[src/rtl/ppf_pkg.sv]
package ppf_pkg;

  // Fixed limits of the timer
  localparam int unsigned PERIOD_LIMIT   = 65536;
  localparam int unsigned PRESCALE_LIMIT = 31;
  localparam int unsigned PERIOD_SHIFT   = $clog2(PERIOD_LIMIT);
  localparam int unsigned TICKS_MAX      = (PRESCALE_LIMIT + 1) * PERIOD_LIMIT;

  // Field widths
  localparam int unsigned HZ_W    = 32;
  localparam int unsigned DUTY_W  = 17;
  localparam int unsigned PRE_W   = 5;
  localparam int unsigned PER_W   = 17;
  localparam int unsigned CNT_W   = 16;
  localparam int unsigned PROD_W  = PER_W + DUTY_W;

  // Stream and configuration widths
  localparam int unsigned IN_TDATA_W  = 8;
  localparam int unsigned OUT_FIELD_W = 2 + PRE_W + 2 * PER_W;
  localparam int unsigned OUT_TDATA_W = ((OUT_FIELD_W + 7) / 8) * 8;
  localparam int unsigned CFG_IDX_W   = 8;
  localparam int unsigned CFG_DATA_W  = 32;

  // Configuration register indexes
  typedef enum logic [CFG_IDX_W-1:0] {
    REG_SOURCE_HZ    = 8'd0,
    REG_FREQUENCY_HZ = 8'd1,
    REG_DUTY         = 8'd2,
    REG_RUN_ENABLE   = 8'd3
  } cfg_reg_e;

  // Controller to datapath commands
  typedef struct packed {
    logic take;       // input transfer this cycle
    logic step;       // advance counters and load the result
    logic check;      // clear counters, check the frequency range
    logic div_start;  // launch the divider
    logic div_sel;    // 0: source/frequency, 1: ticks/(prescaler+1)
    logic ld_ticks;   // capture the first quotient
    logic pre_err;    // flag the prescaler overflow
    logic ld_per;     // capture the period quotient
    logic mul;        // form period times duty
    logic commit;     // write the new settings
  } cmd_t;

  // Datapath to controller status
  typedef struct packed {
    logic run_en;
    logic settings_ready;
    logic freq_bad;
    logic ticks_big;
    logic div_done;
  } sts_t;

endpackage

[src/rtl/ppf_div.sv]
module ppf_div (
  input  logic                       clk_i,
  input  logic                       rst_ni,
  input  logic                       start_i,
  input  logic [ppf_pkg::HZ_W-1:0]   dividend_i,
  input  logic [ppf_pkg::HZ_W-1:0]   divisor_i,
  output logic                       done_o,
  output logic [ppf_pkg::HZ_W-1:0]   quotient_o
);

  localparam int unsigned W     = ppf_pkg::HZ_W;
  localparam int unsigned CNT_W = $clog2(W + 1);

  logic [W-1:0]     rem_q, rem_d;
  logic [W-1:0]     quo_q, quo_d;
  logic [W-1:0]     dvs_q, dvs_d;
  logic [CNT_W-1:0] cnt_q, cnt_d;
  logic             busy_q, busy_d;
  logic [W:0]       shifted;
  logic [W:0]       diff;

  // One quotient bit per cycle, restoring
  always_comb begin
    shifted = {rem_q, quo_q[W-1]};
    diff    = shifted - {1'b0, dvs_q};
    rem_d   = rem_q;
    quo_d   = quo_q;
    dvs_d   = dvs_q;
    cnt_d   = cnt_q;
    busy_d  = busy_q;
    done_o  = 1'b0;
    if (start_i) begin
      rem_d  = '0;
      quo_d  = dividend_i;
      dvs_d  = divisor_i;
      cnt_d  = '0;
      busy_d = 1'b1;
    end else if (busy_q) begin
      if (!diff[W]) begin
        rem_d = diff[W-1:0];
        quo_d = {quo_q[W-2:0], 1'b1};
      end else begin
        rem_d = shifted[W-1:0];
        quo_d = {quo_q[W-2:0], 1'b0};
      end
      cnt_d = cnt_q + CNT_W'(1);
      if (cnt_q == CNT_W'(W - 1)) begin
        busy_d = 1'b0;
        done_o = 1'b1;
      end
    end
  end

  assign quotient_o = quo_d;

  always_ff @(posedge clk_i or negedge rst_ni) begin
    if (!rst_ni) begin
      busy_q <= 1'b0;
      cnt_q  <= '0;
    end else begin
      busy_q <= busy_d;
      cnt_q  <= cnt_d;
    end
  end

  always_ff @(posedge clk_i) begin
    rem_q <= rem_d;
    quo_q <= quo_d;
    dvs_q <= dvs_d;
  end

endmodule

[src/rtl/ppf_dp.sv]
module ppf_dp (
  input  logic                              clk_i,
  input  logic                              rst_ni,
  input  logic                              cfg_write_i,
  input  logic [ppf_pkg::CFG_IDX_W-1:0]     cfg_index_i,
  input  logic [ppf_pkg::CFG_DATA_W-1:0]    cfg_data_i,
  input  logic                              tick_i,
  input  ppf_pkg::cmd_t                     cmd_i,
  output ppf_pkg::sts_t                     sts_o,
  output logic                              pin_o,
  output logic                              err_o,
  output logic [ppf_pkg::PRE_W-1:0]         pre_o,
  output logic [ppf_pkg::PER_W-1:0]         per_o,
  output logic [ppf_pkg::PER_W-1:0]         high_o
);

  localparam int unsigned HZ_W   = ppf_pkg::HZ_W;
  localparam int unsigned DUTY_W = ppf_pkg::DUTY_W;
  localparam int unsigned PRE_W  = ppf_pkg::PRE_W;
  localparam int unsigned PER_W  = ppf_pkg::PER_W;
  localparam int unsigned CNT_W  = ppf_pkg::CNT_W;
  localparam int unsigned PROD_W = ppf_pkg::PROD_W;
  localparam int unsigned HI_W   = PROD_W - ppf_pkg::PERIOD_SHIFT;

  // Configuration registers
  logic [HZ_W-1:0]   src_q, freq_q;
  logic [DUTY_W-1:0] duty_q;
  logic              run_q;
  logic              ready_q;

  // Settings and working registers
  logic              err_q;
  logic [PRE_W-1:0]  pre_q, pre_new_q;
  logic [PER_W-1:0]  per_q, per_new_q;
  logic [PER_W-1:0]  high_q;
  logic [PRE_W-1:0]  psc_q;
  logic [CNT_W-1:0]  pc_q;
  logic [HZ_W-1:0]   ticks_q;
  logic [PROD_W-1:0] prod_q;
  logic              tick_q;

  // Result register
  logic              pin_out_q, err_out_q;
  logic [PRE_W-1:0]  pre_out_q;
  logic [PER_W-1:0]  per_out_q, high_out_q;

  logic [HZ_W-1:0]   div_a, div_b, quo;
  logic              div_done;
  logic [HZ_W:0]     ceil_w;
  logic [PRE_W-1:0]  pre_calc;
  logic [HI_W-1:0]   hi_raw;
  logic [PER_W-1:0]  hi_calc;
  logic              tick_sel;
  logic [PRE_W-1:0]  psc_nx;
  logic [CNT_W-1:0]  pc_nx;
  logic [PER_W-1:0]  pc_inc;

  // Divider operand selection
  assign ceil_w   = ({1'b0, ticks_q} + (HZ_W + 1)'(ppf_pkg::PERIOD_LIMIT - 1))
                    >> ppf_pkg::PERIOD_SHIFT;
  assign pre_calc = PRE_W'(ceil_w - (HZ_W + 1)'(1));
  assign div_a    = cmd_i.div_sel ? ticks_q : src_q;
  assign div_b    = cmd_i.div_sel ? (HZ_W'(pre_calc) + HZ_W'(1)) : freq_q;

  ppf_div u_div (
    .clk_i      (clk_i),
    .rst_ni     (rst_ni),
    .start_i    (cmd_i.div_start),
    .dividend_i (div_a),
    .divisor_i  (div_b),
    .done_o     (div_done),
    .quotient_o (quo)
  );

  // High count from the registered product, clamped to the period
  assign hi_raw  = prod_q[PROD_W-1:ppf_pkg::PERIOD_SHIFT];
  assign hi_calc = (hi_raw > HI_W'(per_new_q)) ? per_new_q : PER_W'(hi_raw);

  // Counter advance for one step
  assign tick_sel = cmd_i.take ? tick_i : tick_q;
  assign pc_inc   = PER_W'(pc_q) + PER_W'(1);
  always_comb begin
    psc_nx = psc_q;
    pc_nx  = pc_q;
    if (!run_q) begin
      psc_nx = '0;
      pc_nx  = '0;
    end else if (!err_q && tick_sel) begin
      if (psc_q >= pre_q) begin
        psc_nx = '0;
        pc_nx  = (pc_inc >= per_q) ? '0 : CNT_W'(pc_inc);
      end else begin
        psc_nx = psc_q + PRE_W'(1);
      end
    end
  end

  // Configuration writes and settings state
  always_ff @(posedge clk_i or negedge rst_ni) begin
    if (!rst_ni) begin
      src_q   <= '0;
      freq_q  <= '0;
      duty_q  <= '0;
      run_q   <= 1'b0;
      ready_q <= 1'b0;
      err_q   <= 1'b0;
      pre_q   <= '0;
      per_q   <= PER_W'(1);
      high_q  <= '0;
      psc_q   <= '0;
      pc_q    <= '0;
    end else begin
      if (cfg_write_i) begin
        unique case (cfg_index_i)
          ppf_pkg::REG_SOURCE_HZ:    src_q  <= cfg_data_i[HZ_W-1:0];
          ppf_pkg::REG_FREQUENCY_HZ: freq_q <= cfg_data_i[HZ_W-1:0];
          ppf_pkg::REG_DUTY:         duty_q <= cfg_data_i[DUTY_W-1:0];
          ppf_pkg::REG_RUN_ENABLE: begin
            run_q   <= cfg_data_i[0];
            ready_q <= 1'b0;
          end
          default: ;
        endcase
      end
      if (cmd_i.check) begin
        ready_q <= 1'b1;
        psc_q   <= '0;
        pc_q    <= '0;
        if (sts_o.freq_bad) begin
          err_q <= 1'b1;
        end
      end
      if (cmd_i.pre_err) begin
        err_q <= 1'b1;
      end
      if (cmd_i.commit) begin
        err_q  <= 1'b0;
        pre_q  <= pre_new_q;
        per_q  <= per_new_q;
        high_q <= hi_calc;
      end
      if (cmd_i.step) begin
        psc_q <= psc_nx;
        pc_q  <= pc_nx;
      end
    end
  end

  // Working payload registers
  always_ff @(posedge clk_i) begin
    if (cmd_i.take) begin
      tick_q <= tick_i;
    end
    if (cmd_i.ld_ticks) begin
      ticks_q <= quo;
    end
    if (cmd_i.div_start && cmd_i.div_sel) begin
      pre_new_q <= pre_calc;
    end
    if (cmd_i.ld_per) begin
      per_new_q <= (quo == '0) ? PER_W'(1) : quo[PER_W-1:0];
    end
    if (cmd_i.mul) begin
      prod_q <= PROD_W'(per_new_q) * PROD_W'(duty_q);
    end
    if (cmd_i.step) begin
      pin_out_q  <= run_q && !err_q && ((PER_W'(pc_nx)) < high_q);
      err_out_q  <= err_q;
      pre_out_q  <= pre_q;
      per_out_q  <= per_q;
      high_out_q <= high_q;
    end
  end

  assign sts_o.run_en         = run_q;
  assign sts_o.settings_ready = ready_q;
  assign sts_o.freq_bad       = (freq_q == '0) || (freq_q > (src_q >> 1));
  assign sts_o.ticks_big      = ticks_q > HZ_W'(ppf_pkg::TICKS_MAX);
  assign sts_o.div_done       = div_done;

  assign pin_o  = pin_out_q;
  assign err_o  = err_out_q;
  assign pre_o  = pre_out_q;
  assign per_o  = per_out_q;
  assign high_o = high_out_q;

endmodule

[src/rtl/ppf_ctrl.sv]
module ppf_ctrl (
  input  logic          clk_i,
  input  logic          rst_ni,
  input  logic          in_valid_i,
  output logic          in_ready_o,
  output logic          out_valid_o,
  input  logic          out_ready_i,
  input  ppf_pkg::sts_t sts_i,
  output ppf_pkg::cmd_t cmd_o
);

  localparam logic [2:0] ST_IDLE  = 3'd0;
  localparam logic [2:0] ST_CHECK = 3'd1;
  localparam logic [2:0] ST_DIV1  = 3'd2;
  localparam logic [2:0] ST_PRE   = 3'd3;
  localparam logic [2:0] ST_DIV2  = 3'd4;
  localparam logic [2:0] ST_MUL   = 3'd5;
  localparam logic [2:0] ST_HIGH  = 3'd6;
  localparam logic [2:0] ST_STEP  = 3'd7;

  logic [2:0] state_q, state_d;
  logic       oval_q, oval_d;
  logic       take;

  // Accept a new item in idle once the result slot is free or draining
  assign in_ready_o = (state_q == ST_IDLE) && (!oval_q || out_ready_i);
  assign take       = in_valid_i && in_ready_o;

  always_comb begin
    state_d = state_q;
    cmd_o   = '0;
    unique case (state_q)
      ST_IDLE: begin
        if (take) begin
          cmd_o.take = 1'b1;
          if (sts_i.run_en && !sts_i.settings_ready) begin
            state_d = ST_CHECK;
          end else begin
            cmd_o.step = 1'b1;
          end
        end
      end
      ST_CHECK: begin
        cmd_o.check = 1'b1;
        if (sts_i.freq_bad) begin
          state_d = ST_STEP;
        end else begin
          cmd_o.div_start = 1'b1;
          state_d         = ST_DIV1;
        end
      end
      ST_DIV1: begin
        if (sts_i.div_done) begin
          cmd_o.ld_ticks = 1'b1;
          state_d        = ST_PRE;
        end
      end
      ST_PRE: begin
        if (sts_i.ticks_big) begin
          cmd_o.pre_err = 1'b1;
          state_d       = ST_STEP;
        end else begin
          cmd_o.div_start = 1'b1;
          cmd_o.div_sel   = 1'b1;
          state_d         = ST_DIV2;
        end
      end
      ST_DIV2: begin
        if (sts_i.div_done) begin
          cmd_o.ld_per = 1'b1;
          state_d      = ST_MUL;
        end
      end
      ST_MUL: begin
        cmd_o.mul = 1'b1;
        state_d   = ST_HIGH;
      end
      ST_HIGH: begin
        cmd_o.commit = 1'b1;
        state_d      = ST_STEP;
      end
      ST_STEP: begin
        cmd_o.step = 1'b1;
        state_d    = ST_IDLE;
      end
      default: state_d = ST_IDLE;
    endcase
  end

  // Hold the result valid until its transfer
  always_comb begin
    oval_d = oval_q;
    if (oval_q && out_ready_i) begin
      oval_d = 1'b0;
    end
    if (cmd_o.step) begin
      oval_d = 1'b1;
    end
  end

  assign out_valid_o = oval_q;

  always_ff @(posedge clk_i or negedge rst_ni) begin
    if (!rst_ni) begin
      state_q <= ST_IDLE;
      oval_q  <= 1'b0;
    end else begin
      state_q <= state_d;
      oval_q  <= oval_d;
    end
  end

endmodule

[src/rtl/prescaled_pwm_from_frequency_top.sv]
// Channel   Direction  Signals                          Content
// s_axis    in         tvalid/tready/tdata[7:0]          source_tick
// m_axis    out        tvalid/tready/tdata[47:0]         pin, error, prescaler, period, high
// cfg       in         cfg_valid_i/cfg_ready_o/index/data register write
//
// An item is stepped in the cycle it is taken when the settings are current or run is off.
// The first item after run_enable is written, with run enabled, runs the settings
// computation: a range check, two passes of the shared bit-serial divider, the
// prescaler, the product and the commit; a range error skips to the final step.
// Reset clears the configuration and the counters; the settings go to zero, period one.
// A stalled result holds in the output register; the next item waits for it.
module prescaled_pwm_from_frequency_top (
  input  logic                               clk_i,
  input  logic                               rst_ni,
  input  logic                               s_axis_tvalid,
  output logic                               s_axis_tready,
  input  logic [ppf_pkg::IN_TDATA_W-1:0]     s_axis_tdata,  // [0] source_tick
  output logic                               m_axis_tvalid,
  input  logic                               m_axis_tready,
  // [0] pin_level, [1] range_error, [6:2] prescaler_value,
  // [23:7] period_ticks, [40:24] high_ticks, rest zero
  output logic [ppf_pkg::OUT_TDATA_W-1:0]    m_axis_tdata,
  input  logic                               cfg_valid_i,
  output logic                               cfg_ready_o,
  input  logic [ppf_pkg::CFG_IDX_W-1:0]      cfg_index_i,
  input  logic [ppf_pkg::CFG_DATA_W-1:0]     cfg_data_i
);

  ppf_pkg::cmd_t                  cmd;
  ppf_pkg::sts_t                  sts;
  logic                           pin, err;
  logic [ppf_pkg::PRE_W-1:0]      pre;
  logic [ppf_pkg::PER_W-1:0]      per, high;

  assign cfg_ready_o = 1'b1;

  ppf_ctrl u_ctrl (
    .clk_i       (clk_i),
    .rst_ni      (rst_ni),
    .in_valid_i  (s_axis_tvalid),
    .in_ready_o  (s_axis_tready),
    .out_valid_o (m_axis_tvalid),
    .out_ready_i (m_axis_tready),
    .sts_i       (sts),
    .cmd_o       (cmd)
  );

  ppf_dp u_dp (
    .clk_i       (clk_i),
    .rst_ni      (rst_ni),
    .cfg_write_i (cfg_valid_i && cfg_ready_o),
    .cfg_index_i (cfg_index_i),
    .cfg_data_i  (cfg_data_i),
    .tick_i      (s_axis_tdata[0]),
    .cmd_i       (cmd),
    .sts_o       (sts),
    .pin_o       (pin),
    .err_o       (err),
    .pre_o       (pre),
    .per_o       (per),
    .high_o      (high)
  );

  assign m_axis_tdata = ppf_pkg::OUT_TDATA_W'({high, per, pre, err, pin});

endmodule

[config.mk]
export PLATFORM = sky130hd
export DESIGN_NAME = prescaled_pwm_from_frequency_top
export DESIGN_NICKNAME = d
export VERILOG_FILES = /design/src/rtl/ppf_pkg.sv /design/src/rtl/ppf_div.sv /design/src/rtl/ppf_dp.sv /design/src/rtl/ppf_ctrl.sv /design/src/rtl/prescaled_pwm_from_frequency_top.sv
export SDC_FILE = /design/constraint.sdc
export NUM_CORES = 1
export LEC_CHECK = 0
export BUFFER_PORTS_ARGS = -buffer_cell sky130_fd_sc_hd__buf_2
export CAP_MARGIN = 20
export CORE_MARGIN = 2
export CORE_UTILIZATION = 42
export DETAILED_ROUTE_END_ITERATION = 10
export GPL_TIMING_DRIVEN = 0
export PLACE_DENSITY_LB_ADDON = 0.25
export SLEW_MARGIN = 20
export SYNTH_ARGS = -nofsm -noshare
export SYNTH_HDL_FRONTEND = slang
export SYNTH_SLANG_ARGS = --single-unit
[constraint.sdc]
create_clock -name clk_i -period 6.25 [get_ports clk_i]
set_clock_uncertainty 0.05 [all_clocks]
set_input_delay 1.25 -clock clk_i [delete_from_list [all_inputs] [get_ports clk_i]]
set_output_delay 1.25 -clock clk_i [all_outputs]
set_load 0.05 [all_outputs]
==> results.md <==
* # IOs at 104
* HP Start: u_dp.ready_q$_DFFE_PN0P_
* CTS max path bufs at 3
* Largest area contributor in the netlist: fa_1
* Crit Reg-Reg Endpoint: u_dp.prod_q[32]$_DFFE_PP_
* Synth Area in Simple Gates at 15.2%
* Number of global-route vias before repair at 22,435
* Minimum clock period at 6.43 ns
* Placement Rows at 94
* Routed len/inst at 20.6 microns
* Number of port buffers at 88
* Hold crit path type: register to register
* Worst R2R Start: u_dp.per_new_q[4]$_SDFFCE_PN0P_
* Reg2Reg Depth at 23
* Worst-path fanout max at 6
* WS Path Type: register to register
* Skew-Pair Late Insertion Delay at 0.59 ns
* Ys Warns at 0
* Mux contribution to synthesized area at 4.29%
* Syn Inst Count at 2,891
* Post-Synth XOR/XNOR Area at 2.19%
* Max frequency at 155 MHz
* CTS Hold Bufs at 0
* Adder-Cell Fraction of Synth Area at 26.1%
* GPL Wtd Cong at 0.906
* Clock Sinks at 365
* Hold Path End: u_dp.ready_q$_DFFE_PN0P_
* Core box area at 65,900 sq um
* Slew @ Worst Pin at 0.927 ns
* Overflow after GRT at 0
* CTS tree: yes
* Antenna violations before repair at 4
* TritonCTS buffer count at 44
* FILL cells at 6,106
* Relative slew slack at 37.8%
* Synthesized area per cell at 9.67 sq um
* Worst Path Required at 6.52 ns
* Most common cell in the netlist: inv_1
* Synth top area share at 16.0%
* CP startpoint kind: register
* Pwr/cell area at 332 nW/um^2
* Top post-synthesis cells by area: fa_1 (16%), edfxtp_1 (16%), dfrtp_1 (14%)
* Worst path arrival time at 6.70 ns
* Final #Nets at 3,611
* Initial drt markers at 1,456
* Via density at 5.43
* Via count at 21,758
* Max-slew violations at 0
* ANT nets after route at 0
* Number of synthesized register bits at 365
* Die ar. at 68,600 sq um
* GRT Total Usage at 24.5%
* Share of cells above drive strength 1 at 15.8%
* Outcome: finished with violations
* DRT Pass-1 Iters at 6
* Leak at 0.0152 uW
* Starting density of the core at 42.4%
* Post-synthesis sequential area ratio at 34.1%
* RSZ-0062 raised after global routing: yes
* Commonest cells in the netlist: inv_1 (444), nand2_1 (330), ha_1 (227)
* Hold path depth at 1
* Fin crit share at 103%
* Synth Area in Compound Gates at 10.0%
* CP endpoint kind: register
* Max Cap Violations at 0
* Die Y at 262 microns
* Worst Slack Setup Final at -0.181 ns
* First-pass GRT wire length at 128,000 microns
* Overall Power at 10,800 uW
* Fin. Hold Viols at 0
* Max VDD drop at 0.000309 V
* Reg2Reg Setup Slack at -0.18 ns
* H-tree depth reported by CTS at 2
* Clock slew at reported path FFs at 0.06 ns
* Ys async rst share at 42.5%
* Total wire length at 82,700 microns
* Number of synthesized flops with an enable pin at 145
* Largest family of logic cells by synthesized area: adder cells
* Synth Flop Type: dfrtp_1
* Die Wd at 262 microns
* Largest net degree at the start of global routing at 84
* Detailed placement HPWL at 61,500 microns
* Synthesized area at 28,000 sq um
* Pre-CTS setup slack at -1.54 ns
* Violated checks: setup timing
* Final Setup Violations at 3
* Drt drc at 0
* Antenna cells at 0
* Clk root buf: clkbuf_16
* P&R area growth vs syn at 16.7%
* Synth unique cells at 76
-- through the flow --
stage / TNS [ns] / hold WS (ns) / util, % / cells / instance area [sq um]
4_1_cts: -0.414 / 0.429 / 49.5 / 4009 / 32600
3_3_place_gp: -81.84 / 0.401 / 44.9 / 3849 / 29600
5_1_grt: -1.06 / 0.445 / 49.5 / 4008 / 32600
3_5_place_dp: -16.66 / 0.415 / 45.1 / 3860 / 29700
6_report: -0.457 / 0.427 / 49.5 / 4008 / 32600
2_1_floorplan: -0.0139 / 0.379 / - / 2897 / 28000
-- state kept, by name, summed over array words and instances (netlist names), 3 cells and up --
register          cells
u_dp.high_q          17
u_dp.ticks_q         32
u_dp.freq_q          32
u_dp.src_q           32
u_dp.per_o           17
u_dp.pre_new_q        5
u_dp.u_div.quo_q     32
u_dp.psc_q            5
u_dp.u_div.cnt_q      6
u_dp.per_q           17
u_dp.pre_o            5
u_dp.u_div.rem_q     32
u_dp.u_div.dvs_q     32
u_dp.high_o          17
u_dp.per_new_q       17
u_dp.pre_q            5
u_dp.duty_q          17
u_dp.pc_q            16
u_ctrl.state_q        3
u_dp.prod_q          18
-- layout make-up --
cell class / instances / area (sq um) / area share (%)
multi-input cells: 1948 / 16600 / 50.8
flip-flops and latches: 365 / 9550 / 29.3
inverters: 445 / 1670 / 5.12
repair buffers: 179 / 1330 / 4.06
clock buffers: 58 / 1190 / 3.66
well taps: 864 / 1080 / 3.31
plain buffers: 125 / 910 / 2.79
clock inverters: 24 / 307 / 0.939
-- timing repair --
| item | 4_1_cts | 5_1_grt |
|---|---|---|
| endpoints found under the setup margin | 19 | 8 |
| gates resized for setup | 185 | 28 |
| pin swaps | 74 | 20 |
| gates cloned | 1 | 0 |
| buffers inserted | 78 | 1 |
-- how the worst max path moves through the flow --
| stage | startpoint | endpoint | slack, ns |
|---|---|---|---|
| floorplan | u_dp.per_new_q[7]$_SDFFCE_PN0P_ | u_dp.prod_q[32]$_DFFE_PP_ | -0.01 |
| global placement | u_dp.src_q[14]$_DFFE_PN0P_ | u_dp.ticks_q[24]$_DFFE_PP_ | -2.10 |
| detailed placement | u_dp.per_new_q[3]$_SDFFCE_PN0P_ | u_dp.prod_q[33]$_DFFE_PP_ | -1.54 |
| CTS | u_dp.per_new_q[5]$_SDFFCE_PN0P_ | u_dp.prod_q[32]$_DFFE_PP_ | -0.16 |
| global route | u_dp.duty_q[4]$_DFFE_PN0P_ | u_dp.prod_q[32]$_DFFE_PP_ | -0.32 |
| finish | u_dp.per_new_q[4]$_SDFFCE_PN0P_ | u_dp.prod_q[32]$_DFFE_PP_ | -0.18 |
-- power breakdown --
group          switching [uW]  internal, uW  total, uW  leakage [uW]
registers                 457          3220       3670       0.00378
logic                    2810          1710       4520        0.0107
clock network            1070          1570       2640      0.000707
-- cells in the final DEF (no fill, tap or decap), types with 14 or more instances in the layout --
master / count
nor4_1: 25
a21oi_1: 108
clkbuf_16: 51
a211oi_1: 52
nor2_1: 115
buf_4: 71
nand4_1: 26
xor2_1: 31
buf_2: 103
a21o_1: 29
dfrtp_2: 15
dfrtp_1: 139
mux2_2: 63
mux2i_1: 49
inv_1: 425
o21ai_0: 145
nor2b_1: 24
o211ai_1: 14
nor3_1: 34
edfxtp_1: 145
or3_1: 14
and2_1: 163
clkbuf_1: 70
dfxtp_1: 65
nand3_1: 36
xnor2_1: 37
ha_1: 210
clkbuf_8: 25
fa_1: 213
nand2b_1: 17
nand2_1: 325
inv_2: 19
-- routing by layer --
metal / part of all wire (%) / wire (microns) / up-vias / GRT usage [%]
met5: 0.0036 / 3 / - / 0
met4: 5.1 / 4250 / 2 / 12.0
met3: 6.7 / 5580 / 207 / 4.84
met2: 47 / 39200 / 701 / 40.9
met1: 41 / 33600 / 10826 / 30.5
li1: - / - / 10022 / -
-- worst max-delay path, cell delays in order, from the launching register on --
cell and delay [ns]:
edfxtp_1 0.38, buf_6 0.14, buf_6 0.13, buf_8 0.14, and2_1 0.15, fa_1 0.51, inv_1 0.05, fa_1 0.48
inv_1 0.05, fa_1 0.56, fa_1 0.46, fa_1 0.49, inv_1 0.04, fa_1 0.56, inv_1 0.08, ha_2 0.20
and3_1 0.19, a21oi_2 0.19, a21oi_4 0.10, o31ai_4 0.32, a21oi_2 0.10, or4_4 0.50, and2_4 0.16, xor2_2 0.14
-- kinds of logic (layout without fill, tap and decap cells) --
group | after synthesis | after routing
AO/OA/AOI/OAI | 454 | 454
XOR/XNOR | 70 | 70
adder cells (fa/ha/maj) | 450 | 450
buffers and inverters | 584 | 831
flip-flops | 365 | 365
multiplexers | 112 | 112
other | 2 | 8
AND/OR/NAND/NOR | 854 | 854
No activity file was read; power rests on OpenSTA's default activity.
